$ cat config.mk
export PLATFORM = sky130hd
export DESIGN_NAME = fcfs_ram
export DESIGN_NICKNAME = d
export VERILOG_FILES = /design/src/design/fcfs_ram.sv
export SDC_FILE = /design/constraint.sdc
export NUM_CORES = 1
export LEC_CHECK = 0
export BUFFER_PORTS_ARGS = -buffer_cell sky130_fd_sc_hd__buf_4
export CORE_MARGIN = 2
export CORE_UTILIZATION = 50
export CTS_BUF_LIST = sky130_fd_sc_hd__clkbuf_4
export DETAILED_ROUTE_END_ITERATION = 7
export GPL_ROUTABILITY_DRIVEN = 0
export GPL_TIMING_DRIVEN = 0
export PLACE_DENSITY_LB_ADDON = 0.2
export SLEW_MARGIN = 20
export SYNTH_ARGS = -nofsm -noshare
export SYNTH_HDL_FRONTEND = slang
export SYNTH_SLANG_ARGS = --single-unit
export TNS_END_PERCENT = 30
$ cat constraint.sdc
create_clock -name aclk -period 4.1 [get_ports aclk]
set_clock_uncertainty 0.05 [all_clocks]
set_input_delay 0.82 -clock aclk [delete_from_list [all_inputs] [get_ports aclk]]
set_output_delay 0.82 -clock aclk [all_outputs]
set_load 0.02 [all_outputs]
$ cat src/design/fcfs_ram.sv
// Generic simple dual-port RAM with one write port and a registered read port.
`default_nettype none
module fcfs_ram #(
    parameter int WIDTH = 8,
    parameter int DEPTH = 16
) (
    input  wire logic                     aclk,
    input  wire logic                     we,
    input  wire logic [$clog2(DEPTH)-1:0] waddr,
    input  wire logic [WIDTH-1:0]         wdata,
    input  wire logic [$clog2(DEPTH)-1:0] raddr,
    output logic      [WIDTH-1:0]         rdata
);

    logic [WIDTH-1:0] mem [DEPTH];

    // A read at the address being written returns the old contents.
    always_ff @(posedge aclk) begin
        if (we) begin
            mem[waddr] <= wdata;
        end
        rdata <= mem[raddr];
    end

endmodule
`default_nettype wire

==> results.py <==
metrics = {
    "floorplanning": {
        "die_area_um2": 11100,
        "io_pins": 26,
        "die_x_um": 105,
        "core_um2": 10100,
        "die_h_um": 105,
        "num_rows": 37,
        "start_util": 0.508,
    },
    "sta": {
        "setup_violations": 0,
        "tightest_slew_ns": 0.814,
        "slew_headroom": 0.455,
        "timing.fmax_ghz": 0.492,
        "drv_slew": 0,
        "fin_tns_setup_ns": 0,
        "layout_min_cycle_time_ns": 2.03,
        "grt_setup_unrepaired": "false",
        "period_share": 0.496,
        "hold_viol_final": 0,
    },
    "logic_synthesis": {
        "yosys-top-cells-area": "edfxtp_1 (75%), mux4_2 (7.9%), mux4_1 (7.1%)",
        "synth_commonest_cells": "edfxtp_1 (128), mux4_2 (18), a22oi_1 (16)",
        "syn_nets": 247,
        "synth_top_family_by_area": "multiplexers",
        "syn_inst": 229,
        "synth_top_area_share": 0.747,
        "seq_area_frac_synth": 0.778,
        "synth_seq_cells": 136,
        "synth-xor-area-share": 0,
        "syn-mean-instance-area_um2": 22.5,
        "synth_edf_count": 128,
        "yosysMostFrequentCell": "edfxtp_1",
        "synthMuxAreaShare": 0.150,
        "synth_adder_area_share": 0,
        "synth_area_leader_cell": "edfxtp_1",
        "synth_compound_area_frac": 0.0233,
        "async_flop_share": 0,
        "yosysWarnings": 0,
        "synthDistinctLibCells": 19,
        "syn_area_um2": 5150,
        "synth_top_flop_cell": "edfxtp_1",
        "yosys.area_share.simple": 0.0318,
    },
    "power": {
        "p_int_w": 0.00230,
        "power_w": 0.00286,
        "switching_share": 0.196,
        "pwr-share-comb": 0.059,
        "ir_worst_vdd_v": 0.000228,
        "p_leak_nw": 1.96,
        "p_sw_w": 0.000562,
        "p_per_area_nw_per_um2": 484,
        "p_clk_frac": 0.397,
        "pwr-share-seq": 0.544,
    },
    "global_route": {
        "grt_usage": 0.190,
        "grt_start_max_net_pins": 17,
        "grt_pass1_wl_um": 14400,
        "grt_pass1_vias": 2420,
        "grt_util_met1": 0.263,
        "grtUsageMet3": 0.0519,
        "antenna_found_initial": 1,
        "grt_overflow": 0,
        "gr-max-usage-layer": "met2",
        "met2_usage": 0.287,
    },
    "critical_path": {
        "startpoint_type": "primary input",
        "reg2reg_depth": 3,
        "r2r_start": "mem[9][4]",
        "cp.required_ns": 4.20,
        "path_max_fanout": 8,
        "worstPathArrival_ns": 2.13,
        "end_kind": "register",
        "criticalPathCategory": "in2reg",
        "r2r-end": "rdata[4]",
        "rrSetupSlack_ns": 2.67,
    },
    "clock_tree": {
        "cts.clk_slew.worst_paths_ns": 0.12,
        "cts_post_setup_buffers_inserted": 0,
        "ctsHoldBuffers": 0,
        "cts_made_buffers": 17,
        "ctsResizeCount": 0,
        "cts_root_buf": "clkbuf_4",
        "clockBufferDepth": 2,
        "clock_sinks": 136,
        "cts_tree": "done",
        "clk_latency_ns": 0.51,
        "cts_htree_levels": 4,
    },
    "route": {
        "route.detailed.drc": 0,
        "wirelength_um": 9610,
        "drt_iter0_markers": 185,
        "drtAntennaViolNets": 0,
        "via_count": 2381,
        "first_pass_iters": 4,
        "via_per_inst": 5.64,
        "wl_per_cell_um": 22.8,
    },
    "final_layout": {
        "drive_gt1_frac": 0.309,
        "fin_nets": 290,
        "area_delta_synth_final_pct": 14.9,
        "fillerInstances": 758,
    },
    "min_path": {
        "holdPathStages": 1,
        "hp-start": "wdata[7]",
        "hold_path.class": "in2reg",
        "min_to": "mem[10][7]",
    },
    "placement": {
        "dp_hpwl_um": 6040,
        "numPortBuffers": 24,
    },
    "run": {
        "maxCapViolCount": 0,
    },
    "status": {
        "outcome": "completed",
    },
}
-- routing by layer --
| metal | part of all wire | vias up |
|---|---|---|
| li1 | - | 1067 |
| met1 | 0.41 | 1213 |
| met2 | 0.50 | 89 |
| met3 | 0.073 | 12 |
| met4 | 0.017 | 0 |
| met5 | 0 | - |
-- power groups by stage --
stage               Combinational [W]  Clock [W]  Sequential, W
floorplan                   0.0000789          0        0.00160
global placement             0.000164          0        0.00159
detailed placement           0.000169          0        0.00159
CTS                          0.000169    0.00116        0.00156
global route                 0.000181    0.00121        0.00156
finish                       0.000168    0.00114        0.00156
-- worst max path at each step --
stage / start / endpoint / cells after the start
2_1_floorplan: waddr[2] / mem[0][0] / 2
3_5_place_dp: waddr[2] / mem[1][7] / 3
6_report: waddr[2] / mem[1][6] / 3
4_1_cts: waddr[2] / mem[1][6] / 3
5_1_grt: waddr[2] / mem[2][0] / 3
3_3_place_gp: waddr[2] / mem[0][7] / 3
-- registers in the layout (all words and copies together), names as in the netlist --
signal,cells
mem,128
rdata,8
-- stage by stage --
step                 util  setup slack (ns)  hold slack, ns  cell area, um2  std cells
global route        0.583              2.05           0.548            5910        422
finish              0.583              2.07           0.583            5910        422
CTS                 0.583              2.10           0.529            5910        421
floorplan               -              1.74           0.579            5150        229
global placement    0.542              1.14           0.606            5500        389
detailed placement  0.544              1.52           0.630            5520        389
-- cell usage in the layout, fill, tap and decap left out, drive strengths merged, types with 4 or more instances in the layout --
master / n
edfxtp: 128
mux4: 32
nor2: 13
a22oi: 16
nand2: 9
bufinv: 7
nor3: 4
dfxtp: 8
clkbuf: 19
buf: 31
-- area by class of cell --
type / count / area (um2) / share of cell area
multi-input combinational: 83 / 1080 / 0.182
clock buffer: 19 / 143 / 0.0241
tap: 136 / 170 / 0.0288
antenna: 1 / 2.50 / 0.000423
sequential: 136 / 4000 / 0.677
clock inverter: 13 / 250 / 0.0423
buffer: 10 / 86.3 / 0.0146
timing repair buffer: 24 / 180 / 0.0305
-- worst max-delay path: stages --
cell	delay, ns
buf_4	0.12
or3b_2	0.54
nor2_1	0.65
-- kinds of logic (layout without fill, tap and decap cells) --
family | after synthesis | after routing
simple gates | 35 | 35
compound gates | 16 | 16
mux | 32 | 32
buf+inv | 10 | 66
flops | 136 | 136
other cells | 0 | 1
No activity file was read; power rests on OpenSTA's default activity.
