**config.mk**
```make
export PLATFORM = sky130hd
export DESIGN_NAME = fcfs_ctrl
export DESIGN_NICKNAME = d
export VERILOG_FILES = /design/src/design/fcfs_pkg.sv /design/src/design/fcfs_ctrl.sv
export SDC_FILE = /design/constraint.sdc
export NUM_CORES = 1
export LEC_CHECK = 0
export ABC_AREA = 1
export BUFFER_PORTS_ARGS = -buffer_cell sky130_fd_sc_hd__buf_4
export CORE_UTILIZATION = 30
export CTS_CLUSTER_DIAMETER = 100
export DETAILED_ROUTE_END_ITERATION = 6
export GPL_TIMING_DRIVEN = 0
export SYNTH_ARGS = -nofsm -noshare
export SYNTH_HDL_FRONTEND = slang
export SYNTH_SLANG_ARGS = --single-unit
```
**constraint.sdc**
```tcl
create_clock -name aclk -period 2.8 [get_ports aclk]
set_clock_uncertainty 0.1 [all_clocks]
set_input_delay 0.56 -clock aclk [delete_from_list [all_inputs] [get_ports aclk]]
set_output_delay 0.56 -clock aclk [all_outputs]
set_load 0.01 [all_outputs]
```
**src/design/fcfs_pkg.sv**
```systemverilog
// Shared constants, types and helper functions of the FAT chain file stream.
`default_nettype none
package fcfs_pkg;

    localparam int NUM_BLOCKS      = 1024;
    localparam int BLOCK_BYTES     = 1024;
    localparam int RESERVED_BLOCKS = 4;

    localparam int OP_W     = 3;
    localparam int START_W  = 10;
    localparam int BYTE_W   = 8;
    localparam int STATUS_W = 3;
    localparam int FAT_W    = 16;

    localparam int BLK_W  = $clog2(NUM_BLOCKS);
    localparam int OFS_W  = $clog2(BLOCK_BYTES);
    localparam int POS_W  = $clog2(BLOCK_BYTES + 1);
    localparam int STEP_W = $clog2(NUM_BLOCKS + 1);
    localparam int SCN_W  = (POS_W > STEP_W) ? POS_W : STEP_W;
    localparam int ADDR_W = $clog2(NUM_BLOCKS * BLOCK_BYTES);

    localparam logic [FAT_W-1:0] FAT_FREE = 16'hFFFF;
    localparam logic [FAT_W-1:0] FAT_END  = 16'h0000;

    typedef enum logic [OP_W-1:0] {
        OP_OPEN_RD = 3'd0,
        OP_OPEN_WR = 3'd1,
        OP_OPEN_AP = 3'd2,
        OP_CREATE  = 3'd3,
        OP_PUT     = 3'd4,
        OP_GET     = 3'd5,
        OP_DELETE  = 3'd6
    } op_t;

    typedef enum logic [STATUS_W-1:0] {
        ST_OK        = 3'd0,
        ST_READ_ONLY = 3'd1,
        ST_DISK_FULL = 3'd2,
        ST_EOF       = 3'd3,
        ST_NO_FILE   = 3'd4
    } status_t;

    typedef enum logic [1:0] {
        MODE_NONE   = 2'd0,
        MODE_READ   = 2'd1,
        MODE_WRITE  = 2'd2,
        MODE_APPEND = 2'd3
    } mode_t;

    // Write and read request of the allocation table memory.
    typedef struct packed {
        logic             we;
        logic [BLK_W-1:0] waddr;
        logic [FAT_W-1:0] wdata;
        logic [BLK_W-1:0] raddr;
    } fat_req_t;

    // Write and read request of the byte store memory.
    typedef struct packed {
        logic              we;
        logic [ADDR_W-1:0] waddr;
        logic [BYTE_W-1:0] wdata;
        logic [ADDR_W-1:0] raddr;
    } byte_req_t;

    // Byte address of an offset within a block.
    function automatic logic [ADDR_W-1:0] byte_addr(input logic [BLK_W-1:0] blk,
                                                    input logic [OFS_W-1:0] ofs);
        return ADDR_W'(blk) * ADDR_W'(BLOCK_BYTES) + ADDR_W'(ofs);
    endfunction

    // True when a table entry links to a further block.
    function automatic logic has_link(input logic [FAT_W-1:0] v);
        return (v != FAT_END) && (v != FAT_FREE) && (v < FAT_W'(NUM_BLOCKS));
    endfunction

    // Formatted table layout: block one links to two, blocks zero, two and three end.
    function automatic logic [FAT_W-1:0] fmt_entry(input logic [BLK_W-1:0] i);
        logic [FAT_W-1:0] v;
        v = FAT_FREE;
        if (i == BLK_W'(1)) begin
            v = FAT_W'(2);
        end else if (i == BLK_W'(0) || i == BLK_W'(2) || i == BLK_W'(3)) begin
            v = FAT_END;
        end
        return v;
    endfunction

endpackage
`default_nettype wire

```
**src/design/fcfs_ctrl.sv**
```systemverilog
// Sequencer that reads, modifies and writes back the table and byte store.
`default_nettype none
module fcfs_ctrl (
    input  wire logic                            aclk,
    input  wire logic                            aresetn,
    input  wire logic                            s_valid,
    output logic                                 s_ready,
    input  wire logic [fcfs_pkg::OP_W-1:0]       s_op,
    input  wire logic [fcfs_pkg::START_W-1:0]    s_start_block,
    input  wire logic [fcfs_pkg::BYTE_W-1:0]     s_data_byte,
    output logic                                 m_valid,
    input  wire logic                            m_ready,
    output logic      [fcfs_pkg::STATUS_W-1:0]   m_status,
    output logic      [fcfs_pkg::BYTE_W-1:0]     m_read_byte,
    output logic      [fcfs_pkg::START_W-1:0]    m_block_number,
    output fcfs_pkg::fat_req_t                   fat_req,
    input  wire logic [fcfs_pkg::FAT_W-1:0]      fat_rdata,
    output fcfs_pkg::byte_req_t                  byte_req,
    input  wire logic [fcfs_pkg::BYTE_W-1:0]     byte_rdata
);

    typedef enum logic [3:0] {
        S_INIT, S_IDLE, S_CHK, S_WALK, S_ASCAN, S_SCAN, S_ALLOC, S_CLR,
        S_LINK, S_PUT_LNK, S_GET_LNK, S_GET_RD, S_DEL, S_DELC, S_DONE
    } state_t;

    state_t                            state_reg, state_next;
    fcfs_pkg::op_t                     op_reg, op_next;
    logic [fcfs_pkg::START_W-1:0]      sblk_reg, sblk_next;
    logic [fcfs_pkg::BYTE_W-1:0]       data_reg, data_next;
    fcfs_pkg::mode_t                   mode_reg, mode_next;
    logic [fcfs_pkg::BLK_W-1:0]        cur_reg, cur_next;
    logic [fcfs_pkg::POS_W-1:0]        pos_reg, pos_next;
    logic [fcfs_pkg::BLK_W-1:0]        walk_reg, walk_next;
    logic [fcfs_pkg::STEP_W-1:0]       steps_reg, steps_next;
    logic [fcfs_pkg::SCN_W-1:0]        scan_reg, scan_next;
    logic                              svld_reg, svld_next;
    fcfs_pkg::status_t                 res_status_reg, res_status_next;
    logic [fcfs_pkg::BYTE_W-1:0]       res_rb_reg, res_rb_next;
    logic                              m_valid_reg, m_valid_next;
    logic [fcfs_pkg::STATUS_W-1:0]     m_status_reg, m_status_next;
    logic [fcfs_pkg::BYTE_W-1:0]       m_rb_reg, m_rb_next;
    logic [fcfs_pkg::START_W-1:0]      m_blk_reg, m_blk_next;
    logic                              fwd_vld_reg, fwd_vld_next;
    logic [fcfs_pkg::FAT_W-1:0]        fwd_data_reg, fwd_data_next;

    logic [fcfs_pkg::FAT_W-1:0]        fat_q;
    logic                              exists;
    logic [fcfs_pkg::BLK_W-1:0]        link_blk;
    logic [fcfs_pkg::SCN_W-1:0]        scan_prev;

    // A table write to the address read in the same cycle is forwarded.
    assign fat_q     = fwd_vld_reg ? fwd_data_reg : fat_rdata;
    assign exists    = (32'(sblk_reg) < fcfs_pkg::NUM_BLOCKS) && (fat_q != fcfs_pkg::FAT_FREE);
    assign link_blk  = fcfs_pkg::BLK_W'(fat_q);
    assign scan_prev = scan_reg - fcfs_pkg::SCN_W'(1);

    assign s_ready        = (state_reg == S_IDLE);
    assign m_valid        = m_valid_reg;
    assign m_status       = m_status_reg;
    assign m_read_byte    = m_rb_reg;
    assign m_block_number = m_blk_reg;

    // Next-state and memory request logic.
    always_comb begin
        state_next      = state_reg;
        op_next         = op_reg;
        sblk_next       = sblk_reg;
        data_next       = data_reg;
        mode_next       = mode_reg;
        cur_next        = cur_reg;
        pos_next        = pos_reg;
        walk_next       = walk_reg;
        steps_next      = steps_reg;
        scan_next       = scan_reg;
        svld_next       = svld_reg;
        res_status_next = res_status_reg;
        res_rb_next     = res_rb_reg;
        m_valid_next    = m_valid_reg && !m_ready;
        m_status_next   = m_status_reg;
        m_rb_next       = m_rb_reg;
        m_blk_next      = m_blk_reg;
        fat_req         = '0;
        byte_req        = '0;

        unique case (state_reg)
            S_INIT: begin
                fat_req.we    = 1'b1;
                fat_req.waddr = fcfs_pkg::BLK_W'(scan_reg);
                fat_req.wdata = fcfs_pkg::fmt_entry(fcfs_pkg::BLK_W'(scan_reg));
                scan_next     = scan_reg + fcfs_pkg::SCN_W'(1);
                if (scan_reg == fcfs_pkg::SCN_W'(fcfs_pkg::NUM_BLOCKS - 1)) begin
                    state_next = S_IDLE;
                end
            end

            S_IDLE: begin
                if (s_valid) begin
                    op_next         = fcfs_pkg::op_t'(s_op);
                    sblk_next       = s_start_block;
                    data_next       = s_data_byte;
                    res_status_next = fcfs_pkg::ST_OK;
                    res_rb_next     = '0;
                    scan_next       = '0;
                    svld_next       = 1'b0;
                    state_next      = S_DONE;
                    unique case (fcfs_pkg::op_t'(s_op))
                        fcfs_pkg::OP_OPEN_RD, fcfs_pkg::OP_OPEN_WR,
                        fcfs_pkg::OP_OPEN_AP, fcfs_pkg::OP_DELETE: begin
                            fat_req.raddr = fcfs_pkg::BLK_W'(s_start_block);
                            state_next    = S_CHK;
                        end
                        fcfs_pkg::OP_CREATE: begin
                            state_next = S_SCAN;
                        end
                        fcfs_pkg::OP_PUT: begin
                            priority if (mode_reg == fcfs_pkg::MODE_NONE) begin
                                res_status_next = fcfs_pkg::ST_NO_FILE;
                            end else if (mode_reg == fcfs_pkg::MODE_READ) begin
                                res_status_next = fcfs_pkg::ST_READ_ONLY;
                            end else if (pos_reg < fcfs_pkg::POS_W'(fcfs_pkg::BLOCK_BYTES)) begin
                                byte_req.we    = 1'b1;
                                byte_req.waddr = fcfs_pkg::byte_addr(cur_reg,
                                                     fcfs_pkg::OFS_W'(pos_reg));
                                byte_req.wdata = s_data_byte;
                                pos_next       = pos_reg + fcfs_pkg::POS_W'(1);
                            end else begin
                                fat_req.raddr = cur_reg;
                                state_next    = S_PUT_LNK;
                            end
                        end
                        fcfs_pkg::OP_GET: begin
                            priority if (mode_reg == fcfs_pkg::MODE_NONE) begin
                                res_status_next = fcfs_pkg::ST_NO_FILE;
                            end else if (pos_reg < fcfs_pkg::POS_W'(fcfs_pkg::BLOCK_BYTES)) begin
                                byte_req.raddr = fcfs_pkg::byte_addr(cur_reg,
                                                     fcfs_pkg::OFS_W'(pos_reg));
                                state_next     = S_GET_RD;
                            end else begin
                                fat_req.raddr = cur_reg;
                                state_next    = S_GET_LNK;
                            end
                        end
                        default: begin
                            state_next = S_DONE;
                        end
                    endcase
                end
            end

            // Existence check of the start block.
            S_CHK: begin
                state_next = S_DONE;
                unique case (op_reg)
                    fcfs_pkg::OP_OPEN_RD: begin
                        if (exists) begin
                            cur_next  = fcfs_pkg::BLK_W'(sblk_reg);
                            pos_next  = '0;
                            mode_next = fcfs_pkg::MODE_READ;
                        end else begin
                            mode_next       = fcfs_pkg::MODE_NONE;
                            res_status_next = fcfs_pkg::ST_NO_FILE;
                        end
                    end
                    fcfs_pkg::OP_OPEN_WR: begin
                        if (exists) begin
                            cur_next  = fcfs_pkg::BLK_W'(sblk_reg);
                            pos_next  = '0;
                            mode_next = fcfs_pkg::MODE_WRITE;
                        end else begin
                            state_next = S_SCAN;
                        end
                    end
                    fcfs_pkg::OP_OPEN_AP: begin
                        if (exists) begin
                            walk_next     = fcfs_pkg::BLK_W'(sblk_reg);
                            steps_next    = '0;
                            fat_req.raddr = fcfs_pkg::BLK_W'(sblk_reg);
                            state_next    = S_WALK;
                        end else begin
                            state_next = S_SCAN;
                        end
                    end
                    fcfs_pkg::OP_DELETE: begin
                        if (exists && 32'(sblk_reg) >= fcfs_pkg::RESERVED_BLOCKS) begin
                            walk_next     = fcfs_pkg::BLK_W'(sblk_reg);
                            steps_next    = '0;
                            fat_req.raddr = fcfs_pkg::BLK_W'(sblk_reg);
                            state_next    = S_DEL;
                        end
                    end
                    default: begin
                        state_next = S_DONE;
                    end
                endcase
            end

            // Follow the chain to its last block.
            S_WALK: begin
                if (fcfs_pkg::has_link(fat_q)
                        && steps_reg < fcfs_pkg::STEP_W'(fcfs_pkg::NUM_BLOCKS)) begin
                    walk_next     = link_blk;
                    steps_next    = steps_reg + fcfs_pkg::STEP_W'(1);
                    fat_req.raddr = link_blk;
                end else begin
                    cur_next   = walk_reg;
                    scan_next  = '0;
                    svld_next  = 1'b0;
                    state_next = S_ASCAN;
                end
            end

            // Search the last block for its first zero byte, one read per cycle.
            S_ASCAN: begin
                byte_req.raddr = fcfs_pkg::byte_addr(cur_reg, fcfs_pkg::OFS_W'(scan_reg));
                priority if (svld_reg && byte_rdata == '0) begin
                    pos_next   = fcfs_pkg::POS_W'(scan_prev);
                    mode_next  = fcfs_pkg::MODE_APPEND;
                    state_next = S_DONE;
                end else if (scan_reg == fcfs_pkg::SCN_W'(fcfs_pkg::BLOCK_BYTES)) begin
                    pos_next   = fcfs_pkg::POS_W'(fcfs_pkg::BLOCK_BYTES);
                    mode_next  = fcfs_pkg::MODE_APPEND;
                    state_next = S_DONE;
                end else begin
                    scan_next = scan_reg + fcfs_pkg::SCN_W'(1);
                    svld_next = 1'b1;
                end
            end

            // Search the table for the lowest free block.
            S_SCAN: begin
                fat_req.raddr = fcfs_pkg::BLK_W'(scan_reg);
                priority if (svld_reg && fat_q == fcfs_pkg::FAT_FREE) begin
                    walk_next  = fcfs_pkg::BLK_W'(scan_prev);
                    state_next = S_ALLOC;
                end else if (scan_reg == fcfs_pkg::SCN_W'(fcfs_pkg::NUM_BLOCKS)) begin
                    res_status_next = fcfs_pkg::ST_DISK_FULL;
                    if (op_reg != fcfs_pkg::OP_PUT) begin
                        mode_next = fcfs_pkg::MODE_NONE;
                    end
                    state_next = S_DONE;
                end else begin
                    scan_next = scan_reg + fcfs_pkg::SCN_W'(1);
                    svld_next = 1'b1;
                end
            end

            S_ALLOC: begin
                fat_req.we    = 1'b1;
                fat_req.waddr = walk_reg;
                fat_req.wdata = fcfs_pkg::FAT_END;
                scan_next     = '0;
                state_next    = S_CLR;
            end

            // Clear the new block, one byte per cycle.
            S_CLR: begin
                byte_req.we    = 1'b1;
                byte_req.waddr = fcfs_pkg::byte_addr(walk_reg, fcfs_pkg::OFS_W'(scan_reg));
                byte_req.wdata = '0;
                scan_next      = scan_reg + fcfs_pkg::SCN_W'(1);
                if (scan_reg == fcfs_pkg::SCN_W'(fcfs_pkg::BLOCK_BYTES - 1)) begin
                    if (op_reg == fcfs_pkg::OP_PUT) begin
                        state_next = S_LINK;
                    end else begin
                        cur_next   = walk_reg;
                        pos_next   = '0;
                        mode_next  = (op_reg == fcfs_pkg::OP_OPEN_AP) ?
                                     fcfs_pkg::MODE_APPEND : fcfs_pkg::MODE_WRITE;
                        state_next = S_DONE;
                    end
                end
            end

            // Link the new block behind the cursor block and store the byte.
            S_LINK: begin
                fat_req.we     = 1'b1;
                fat_req.waddr  = cur_reg;
                fat_req.wdata  = fcfs_pkg::FAT_W'(walk_reg);
                byte_req.we    = 1'b1;
                byte_req.waddr = fcfs_pkg::byte_addr(walk_reg, '0);
                byte_req.wdata = data_reg;
                cur_next       = walk_reg;
                pos_next       = fcfs_pkg::POS_W'(1);
                state_next     = S_DONE;
            end

            S_PUT_LNK: begin
                if (fcfs_pkg::has_link(fat_q)) begin
                    byte_req.we    = 1'b1;
                    byte_req.waddr = fcfs_pkg::byte_addr(link_blk, '0);
                    byte_req.wdata = data_reg;
                    cur_next       = link_blk;
                    pos_next       = fcfs_pkg::POS_W'(1);
                    state_next     = S_DONE;
                end else begin
                    scan_next  = '0;
                    svld_next  = 1'b0;
                    state_next = S_SCAN;
                end
            end

            S_GET_LNK: begin
                if (fcfs_pkg::has_link(fat_q)) begin
                    cur_next       = link_blk;
                    pos_next       = '0;
                    byte_req.raddr = fcfs_pkg::byte_addr(link_blk, '0);
                    state_next     = S_GET_RD;
                end else begin
                    res_status_next = fcfs_pkg::ST_EOF;
                    state_next      = S_DONE;
                end
            end

            S_GET_RD: begin
                res_rb_next = byte_rdata;
                pos_next    = pos_reg + fcfs_pkg::POS_W'(1);
                state_next  = S_DONE;
            end

            // Free the chain one block per cycle.
            S_DEL: begin
                fat_req.we    = 1'b1;
                fat_req.waddr = walk_reg;
                fat_req.wdata = fcfs_pkg::FAT_FREE;
                if (fat_q == fcfs_pkg::FAT_FREE
                        || fat_q >= fcfs_pkg::FAT_W'(fcfs_pkg::NUM_BLOCKS)
                        || fat_q < fcfs_pkg::FAT_W'(fcfs_pkg::RESERVED_BLOCKS)
                        || steps_reg == fcfs_pkg::STEP_W'(fcfs_pkg::NUM_BLOCKS - 1)) begin
                    fat_req.raddr = cur_reg;
                    state_next    = S_DELC;
                end else begin
                    walk_next     = link_blk;
                    steps_next    = steps_reg + fcfs_pkg::STEP_W'(1);
                    fat_req.raddr = link_blk;
                end
            end

            // Close the cursor if its block was freed.
            S_DELC: begin
                if (mode_reg != fcfs_pkg::MODE_NONE && fat_q == fcfs_pkg::FAT_FREE) begin
                    mode_next = fcfs_pkg::MODE_NONE;
                end
                state_next = S_DONE;
            end

            // Hand the result to the output register once it is free.
            S_DONE: begin
                if (!m_valid_reg || m_ready) begin
                    m_valid_next  = 1'b1;
                    m_status_next = res_status_reg;
                    m_rb_next     = res_rb_reg;
                    m_blk_next    = (mode_reg != fcfs_pkg::MODE_NONE) ?
                                    fcfs_pkg::START_W'(cur_reg) : '0;
                    state_next    = S_IDLE;
                end
            end

            default: begin
                state_next = S_INIT;
            end
        endcase
    end

    // Forward a table write that hits the address read in the same cycle.
    assign fwd_vld_next  = fat_req.we && (fat_req.waddr == fat_req.raddr);
    assign fwd_data_next = fat_req.wdata;

    // State and registered outputs.
    always_ff @(posedge aclk) begin
        if (!aresetn) begin
            state_reg   <= S_INIT;
            scan_reg    <= '0;
            svld_reg    <= 1'b0;
            mode_reg    <= fcfs_pkg::MODE_NONE;
            cur_reg     <= '0;
            pos_reg     <= '0;
            m_valid_reg <= 1'b0;
            fwd_vld_reg <= 1'b0;
        end else begin
            state_reg   <= state_next;
            scan_reg    <= scan_next;
            svld_reg    <= svld_next;
            mode_reg    <= mode_next;
            cur_reg     <= cur_next;
            pos_reg     <= pos_next;
            m_valid_reg <= m_valid_next;
            fwd_vld_reg <= fwd_vld_next;
        end
        op_reg         <= op_next;
        sblk_reg       <= sblk_next;
        data_reg       <= data_next;
        walk_reg       <= walk_next;
        steps_reg      <= steps_next;
        res_status_reg <= res_status_next;
        res_rb_reg     <= res_rb_next;
        m_status_reg   <= m_status_next;
        m_rb_reg       <= m_rb_next;
        m_blk_reg      <= m_blk_next;
        fwd_data_reg   <= fwd_data_next;
    end

endmodule
`default_nettype wire

```
==> impl_results.md, run 1 <==
* Status: finished, violations left
* Failing checks: setup timing
* I/O Buffers at 157
* Drt total wl at 37400 microns
* Grt peak-use layer: met2
* Final slew viol count at 0
* Die ar. at 0.0284 sq mm
* Slew HR at 15.7%
* Via count at 9570
* Top cells by area, synth: edfxtp_1 (27%), dfxtp_1 (13%), nand2_1 (8.5%)
* Crit Path Max Fanout at 8
* Maximum vdd drop at 0.315 mV
* Post-synth top flop: edfxtp_1
* Switching portion of total power at 28.1%
* Vias in the first global route at 9000
* Layout cell share with drive strength beyond 1 at 38.9%
* Total CTS buffers at 17
* Synthesized instance count at 1127
* Register area share after synthesis at 39.2%
* # DRC at 0
* RSZ-0062 raised after global routing: true
* CP Class: reg -> out
* Adder-cell share of the synthesized area at 0.901%
* Synth Area in Simple Gates at 27.1%
* Worst hold path class: in -> reg
* # fillers at 2694
* PwrDens at 395 mW/mm^2
* Number of synthesized flops with an enable pin at 74
* Initial DRC count at 1093
* # hold bufs at CTS at 0
* Clk pin slew, worst setup/hold paths at 0.06 ns
* Mapped Nets at 1182
* Synth async-reset ratio at 0%
* Final hold slack at 0.210 ns
* Grt total ovfl at 0
* H-tree levels at 4
* Combinational power share at 15.9%
* Endpoint class of the critical path: primary output
* Pleak at 5.37 nW
* Final Hold Fails at 0
* Design Power at 0.00507 W
* CTS tree: done
* Layout Area Growth over Synthesis at 54.4%
* Synthesized cell area at 0.00833 sq mm
* Worst-case clock buffer depth at 2
* Largest net degree at the start of global routing at 17
* Chip width at 169 microns
* Worst-skew pair later-pin latency at 0.44 ns
* Starting Density at 30.7%
* Worst setup margin at -0.171 ns
* Most common cell in the netlist: nand2_1
* Ports at 158
* Min-delay src: s_data_byte[7]
* Flop-to-flop setup slack at -0.08 ns
* Worst path required time at 2.14 ns
* Multi-input logic area at 0.00530 sq mm
* Seq pwr share at 39.3%
* Final setup violation count at 40
* Pint at 0.00365 W
* Distinct cells, synth at 54
* Die Ht at 169 microns
* Router iterations before antenna repair at 7
* Cell Rows at 60
* Routing usage on met1 at 34.8%
* WP data arrival at 2.31 ns
* Fmax at 0.337 GHz
* Post-DR vias/cell at 5.37
* Post-layout util at 47.4%
* Root buf cell: clkbuf_16
* Synth Area in Compound Gates at 20.1%
* YS warnings at 0
* Initial antenna violation count at 0
* Period utilization at 106%
* Largest family of logic cells by synthesized area: simple AND/OR/NAND/NOR gates
* CP Launch Type: flip-flop
* Final period demand of the worst path at 2.97 ns
* Multiplexer share of the synthesized area at 0%
* GP Congestion at 0.981
* Diodes inserted at 0
* Post-DP HPWL at 27600 microns
* Global Route Usage Sum at 25.8%
* Share of the synthesized area in the top cell type at 26.7%
* WL/cell at 21.0 microns
* Reg-to-Reg Start: fwd_vld_reg
* Yosys top cell by area: edfxtp_1
* Global-route wire length before repair at 54600 microns
* Switching power at 0.00142 W
* Synth Register Bits at 126
* Max cap viols at 0
* Top cells by count, synth: nand2_1 (189), inv_1 (166), nor2_1 (128), edfxtp_1 (74), nand3_1 (65)
* Routing usage on met3 at 4.07%
* Clock Sink Count at 126
* Register area at 0.00330 sq mm
* Core Area at 0.0271 sq mm
* XOR/XNOR Fraction of Synth Area at 1.79%
* Critical Path Source: fwd_vld_reg
* Clock power frac at 44.8%
* Final net count at 1452
* Place WS at -0.925 ns
* Met2 GRT Util at 42.2%
* Worst-margin pin slew at 1.25 ns
* Antenna Nets Post-Route at 0
* Average cell area after synthesis at 7.39 sq um
-- worst max-delay path: stages (launching register included) --
cell,delay (ns)
dfxtp_4,0.41
inv_8,0.06
buf_8,0.13
nand2_1,0.11
nand3_4,0.09
nor2_4,0.20
buf_6,0.13
nand3_4,0.16
nand3_1,0.12
nand2_1,0.05
inv_1,0.10
nand3_2,0.13
buf_4,0.17
-- cell families (layout without fill, tap and decap cells) --
group / Yosys count / after routing
and+or+nand+nor: 488 / 491
AOI/OAI and AO/OA: 266 / 266
buffers and inverters: 224 / 504
DFF: 126 / 126
xor gates and xnor gates: 17 / 17
adders and majority gates: 6 / 6
-- layout by cell type (no fill, tap or decap), types with 9 or more instances in the layout --
master and instances:
buf_4 219, nand2_1 159, inv_1 154, nor2_1 104, edfxtp_1 74, a21oi_1 60, o21ai_0 45, nand3_1 42
dfxtp_1 42, buf_6 34, nand2_2 32, nor3_1 27, nor2_4 24, nand2_4 22, o21ai_1 22, nand3_2 21
clkbuf_16 21, o22ai_1 20, a22oi_1 19, nand4_1 19, xor2_1 16, inv_2 13, nor2_2 12, o221ai_2 9
a22o_1 9
-- path summary, 6_finish.rpt --
path               endpoint  cells after the start
max              fat_req[0]                     12
max reg2reg     fwd_vld_reg                     21
min             data_reg[7]                      1
min reg2reg  m_read_byte[3]                      0
-- routing by layer --
layer	share of wire, %	wire length [microns]	up-vias
li1	-	-	4434
met1	42	15600	4543
met2	47	17500	530
met3	8.9	3330	63
met4	2.6	969	0
met5	0	0	-
-- power groups by stage --
| stage | Combinational (W) | Sequential, W | Clock (W) |
|---|---|---|---|
| finish | 0.000807 | 0.00200 | 0.00227 |
| global route | 0.000856 | 0.00200 | 0.00237 |
| CTS | 0.000710 | 0.00200 | 0.00228 |
| detailed placement | 0.000557 | 0.00204 | 0 |
| global placement | 0.000555 | 0.00204 | 0 |
| floorplan | 0.000306 | 0.00203 | 0 |
-- layout make-up --
class / instances / share of cell area (%)
flip-flops and latches: 126 / 25.6
well taps: 372 / 3.62
repair buffers: 251 / 16.3
plain buffers: 39 / 2.97
multi-input cells: 780 / 41.2
clock buffers: 18 / 3.34
clock inverters: 14 / 1.24
inverters: 182 / 5.72
-- timing repair --
action | in CTS | in global routing
setup buffers | 57 | 31
gates cloned | 5 | 3
pin swaps | 34 | 20
endpoints found under the setup margin | 145 | 114
endpoints found under the hold margin | 0 | 0
resized for setup | 261 | 100
-- stage by stage --
step | TNS (ns) | std cells | area, sq um
after global placement | -69.28 | 1656 | 9970
after CTS | -2.90 | 1748 | 12100
after floorplan | 0 | 1127 | 8330
after global routing | -7.45 | 1782 | 12900
after detailed placement | -58.59 | 1657 | 9990
final | -3.72 | 1782 | 12900
Note: power is estimated with default switching activity, not from simulation.
==> run 2: changes to the inputs <==
Settings changed: SKIP_CTS_REPAIR_TIMING from default to 1.
==> run 2 against run 1 <==
Effect of this change:
- the run still ends with setup timing left
- global-route usage is 1.4 points lower
- via count down 2.5%
- cell count down 2.2%
- largest cell class unchanged
- largest power group unchanged
==> impl_results.md, run 2 (same netlist as run 1, synthesis figures left out) <==
* Via count at 9331
* Layout Area Growth over Synthesis at 47.0%
* Clock Sink Count at 126
* Root buf cell: clkbuf_16
* Critical-path cell list: inv_8 > buf_8 > nand2_2 > nand4_1 > nor2_4 > nand4_1 > nand2_4 > nand2_1 > nand3_1 > buf_4
* Critical path's slowest cell: dfxtp_4
* Crit Path Max Fanout at 11
* Clock power frac at 45.2%
* Final period demand of the worst path at 3.02 ns
* Switching portion of total power at 27.8%
* WL/cell at 20.9 microns
* Met2 GRT Util at 39.6%
* Worst setup margin at -0.222 ns
* Routing usage on met3 at 4.07%
* Clk pin slew, worst setup/hold paths at 0.06 ns
* CTS tree: done
* Post-layout util at 45.2%
* Layout Cells excl Fill at 1743
* Worst hold path class: in -> reg
* Initial DRC count at 850
* Fmax at 0.331 GHz
* Post-DR vias/cell at 5.35
* Initial antenna violation count at 0
* Endpoint class of the critical path: primary output
* Chip width at 169 microns
* PwrDens at 410 mW/mm^2
* Top Family by Delay on Critical Path: simple AND/OR/NAND/NOR gates
* Vias in the first global route at 8461
* CP Class: reg -> out
* Total CTS buffers at 17
* Period utilization at 108%
* Antenna Nets Post-Route at 0
* Largest net degree at the start of global routing at 23
* Drt total wl at 36500 microns
* Layout cell share with drive strength beyond 1 at 34.2%
* Diodes inserted at 0
* WP data arrival at 2.36 ns
* Commonest cells after routing, fill and taps aside: buf_4 (182), nand2_1 (172), inv_1 (156), nor2_1 (108), edfxtp_1 (74)
* H-tree levels at 4
* CP Launch Type: flip-flop
* Final net count at 1413
* Global-route wire length before repair at 51400 microns
* RSZ-0062 raised after global routing: true
* # DRC at 0
* Max cap viols at 0
* Die Ht at 169 microns
* I/O Buffers at 157
* Worst path required time at 2.14 ns
* Routing usage on met1 at 33.1%
* Global Route Usage Sum at 24.4%
* Starting Density at 30.7%
* Most used cell, CP: nand4_1
* Core Area at 0.0271 sq mm
* Worst-margin pin slew at 1.21 ns
* Ports at 158
* Slowest stage delay, CP at 0.40 ns
* Buffer and inverter count on the worst path at 3
* Cell Rows at 60
* # placed instances at 1657
* Die ar. at 0.0284 sq mm
* Router iterations before antenna repair at 5
* GP Congestion at 0.981
* Final setup violation count at 50
* Grt total ovfl at 0
* Pint at 0.00362 W
* Seq pwr share at 39.9%
* Commonest non-fill, non-tap cell in the layout: buf_4
* Maximum vdd drop at 0.323 mV
* Grt peak-use layer: met2
* Worst-case clock buffer depth at 2
* Failing checks: setup timing
* Combinational power share at 14.9%
* Pleak at 5.13 nW
* Final Hold Fails at 0
* Slew HR at 18.8%
* Design Power at 0.00502 W
* Final slew viol count at 0
* Post-DP HPWL at 27600 microns
* Switching power at 0.00140 W
* Worst-skew pair later-pin latency at 0.43 ns
* Status: finished, violations left
-- run 2: cell count changes in the layout (fill, tap and decap cells not counted), moves of 5 or more --
cell | previous run | this run
o221ai_1 | 4 | 9
o21ai_1 | 22 | 17
o22ai_4 | 8 | 3
nand3_2 | 21 | 9
nand2_1 | 159 | 172
nand3_1 | 42 | 56
nand2_4 | 22 | 17
buf_4 | 219 | 182
nand2_2 | 32 | 26
o22ai_2 | 6 | 11
-- run 2: area by class of cell --
| class | count | area, sq um |
|---|---|---|
| inverters | 182 | 743 |
| clock buffers | 18 | 429 |
| repair buffers | 212 | 1830 |
| multi-input cells | 779 | 4980 |
| repair inverters | 1 | 6.26 |
| well taps | 372 | 465 |
| clock inverters | 14 | 159 |
| fillers | 2734 | 14900 |
| flip-flops and latches | 126 | 3290 |
| plain buffers | 39 | 339 |
-- run 2: stage by stage --
step           worst slack (ns)  hold WS, ns  TNS [ns]  area (sq um)
2_1_floorplan            0.0700        0.300         0          8330
3_3_place_gp             -0.959        0.308    -69.28          9970
3_5_place_dp             -0.925        0.308    -58.59          9990
4_1_cts                   -1.34        0.201    -96.70         10600
5_1_grt                  -0.335        0.201    -12.82         12200
6_report                 -0.222        0.214     -6.39         12200
-- run 2: worst paths after layout --
check                                     from             end  slack (ns)  depth (start not counted)
worst min register to register   res_rb_reg[3]  m_read_byte[3]        0.32                          0
worst max-delay path               fwd_vld_reg      fat_req[6]       -0.22                         10
worst min-delay path            s_data_byte[0]     data_reg[0]        0.21                          1
worst max register to register     fwd_vld_reg     walk_reg[6]        0.05                         11
-- run 2: power by group through the flow --
stage / Combinational (W) / Sequential, W / Clock [W]
after floorplan: 0.000306 / 0.00203 / 0
after global placement: 0.000555 / 0.00204 / 0
after detailed placement: 0.000557 / 0.00204 / 0
after CTS: 0.000559 / 0.00200 / 0.00228
after global routing: 0.000794 / 0.00200 / 0.00238
final: 0.000747 / 0.00200 / 0.00227
-- run 2: metal layers --
metal  vias to the layer above  share of wire [%]
met1                      4467                 43
met2                       454                 46
met5                         -                  0
met3                        69                7.6
li1                       4341                  -
met4                         0                3.0
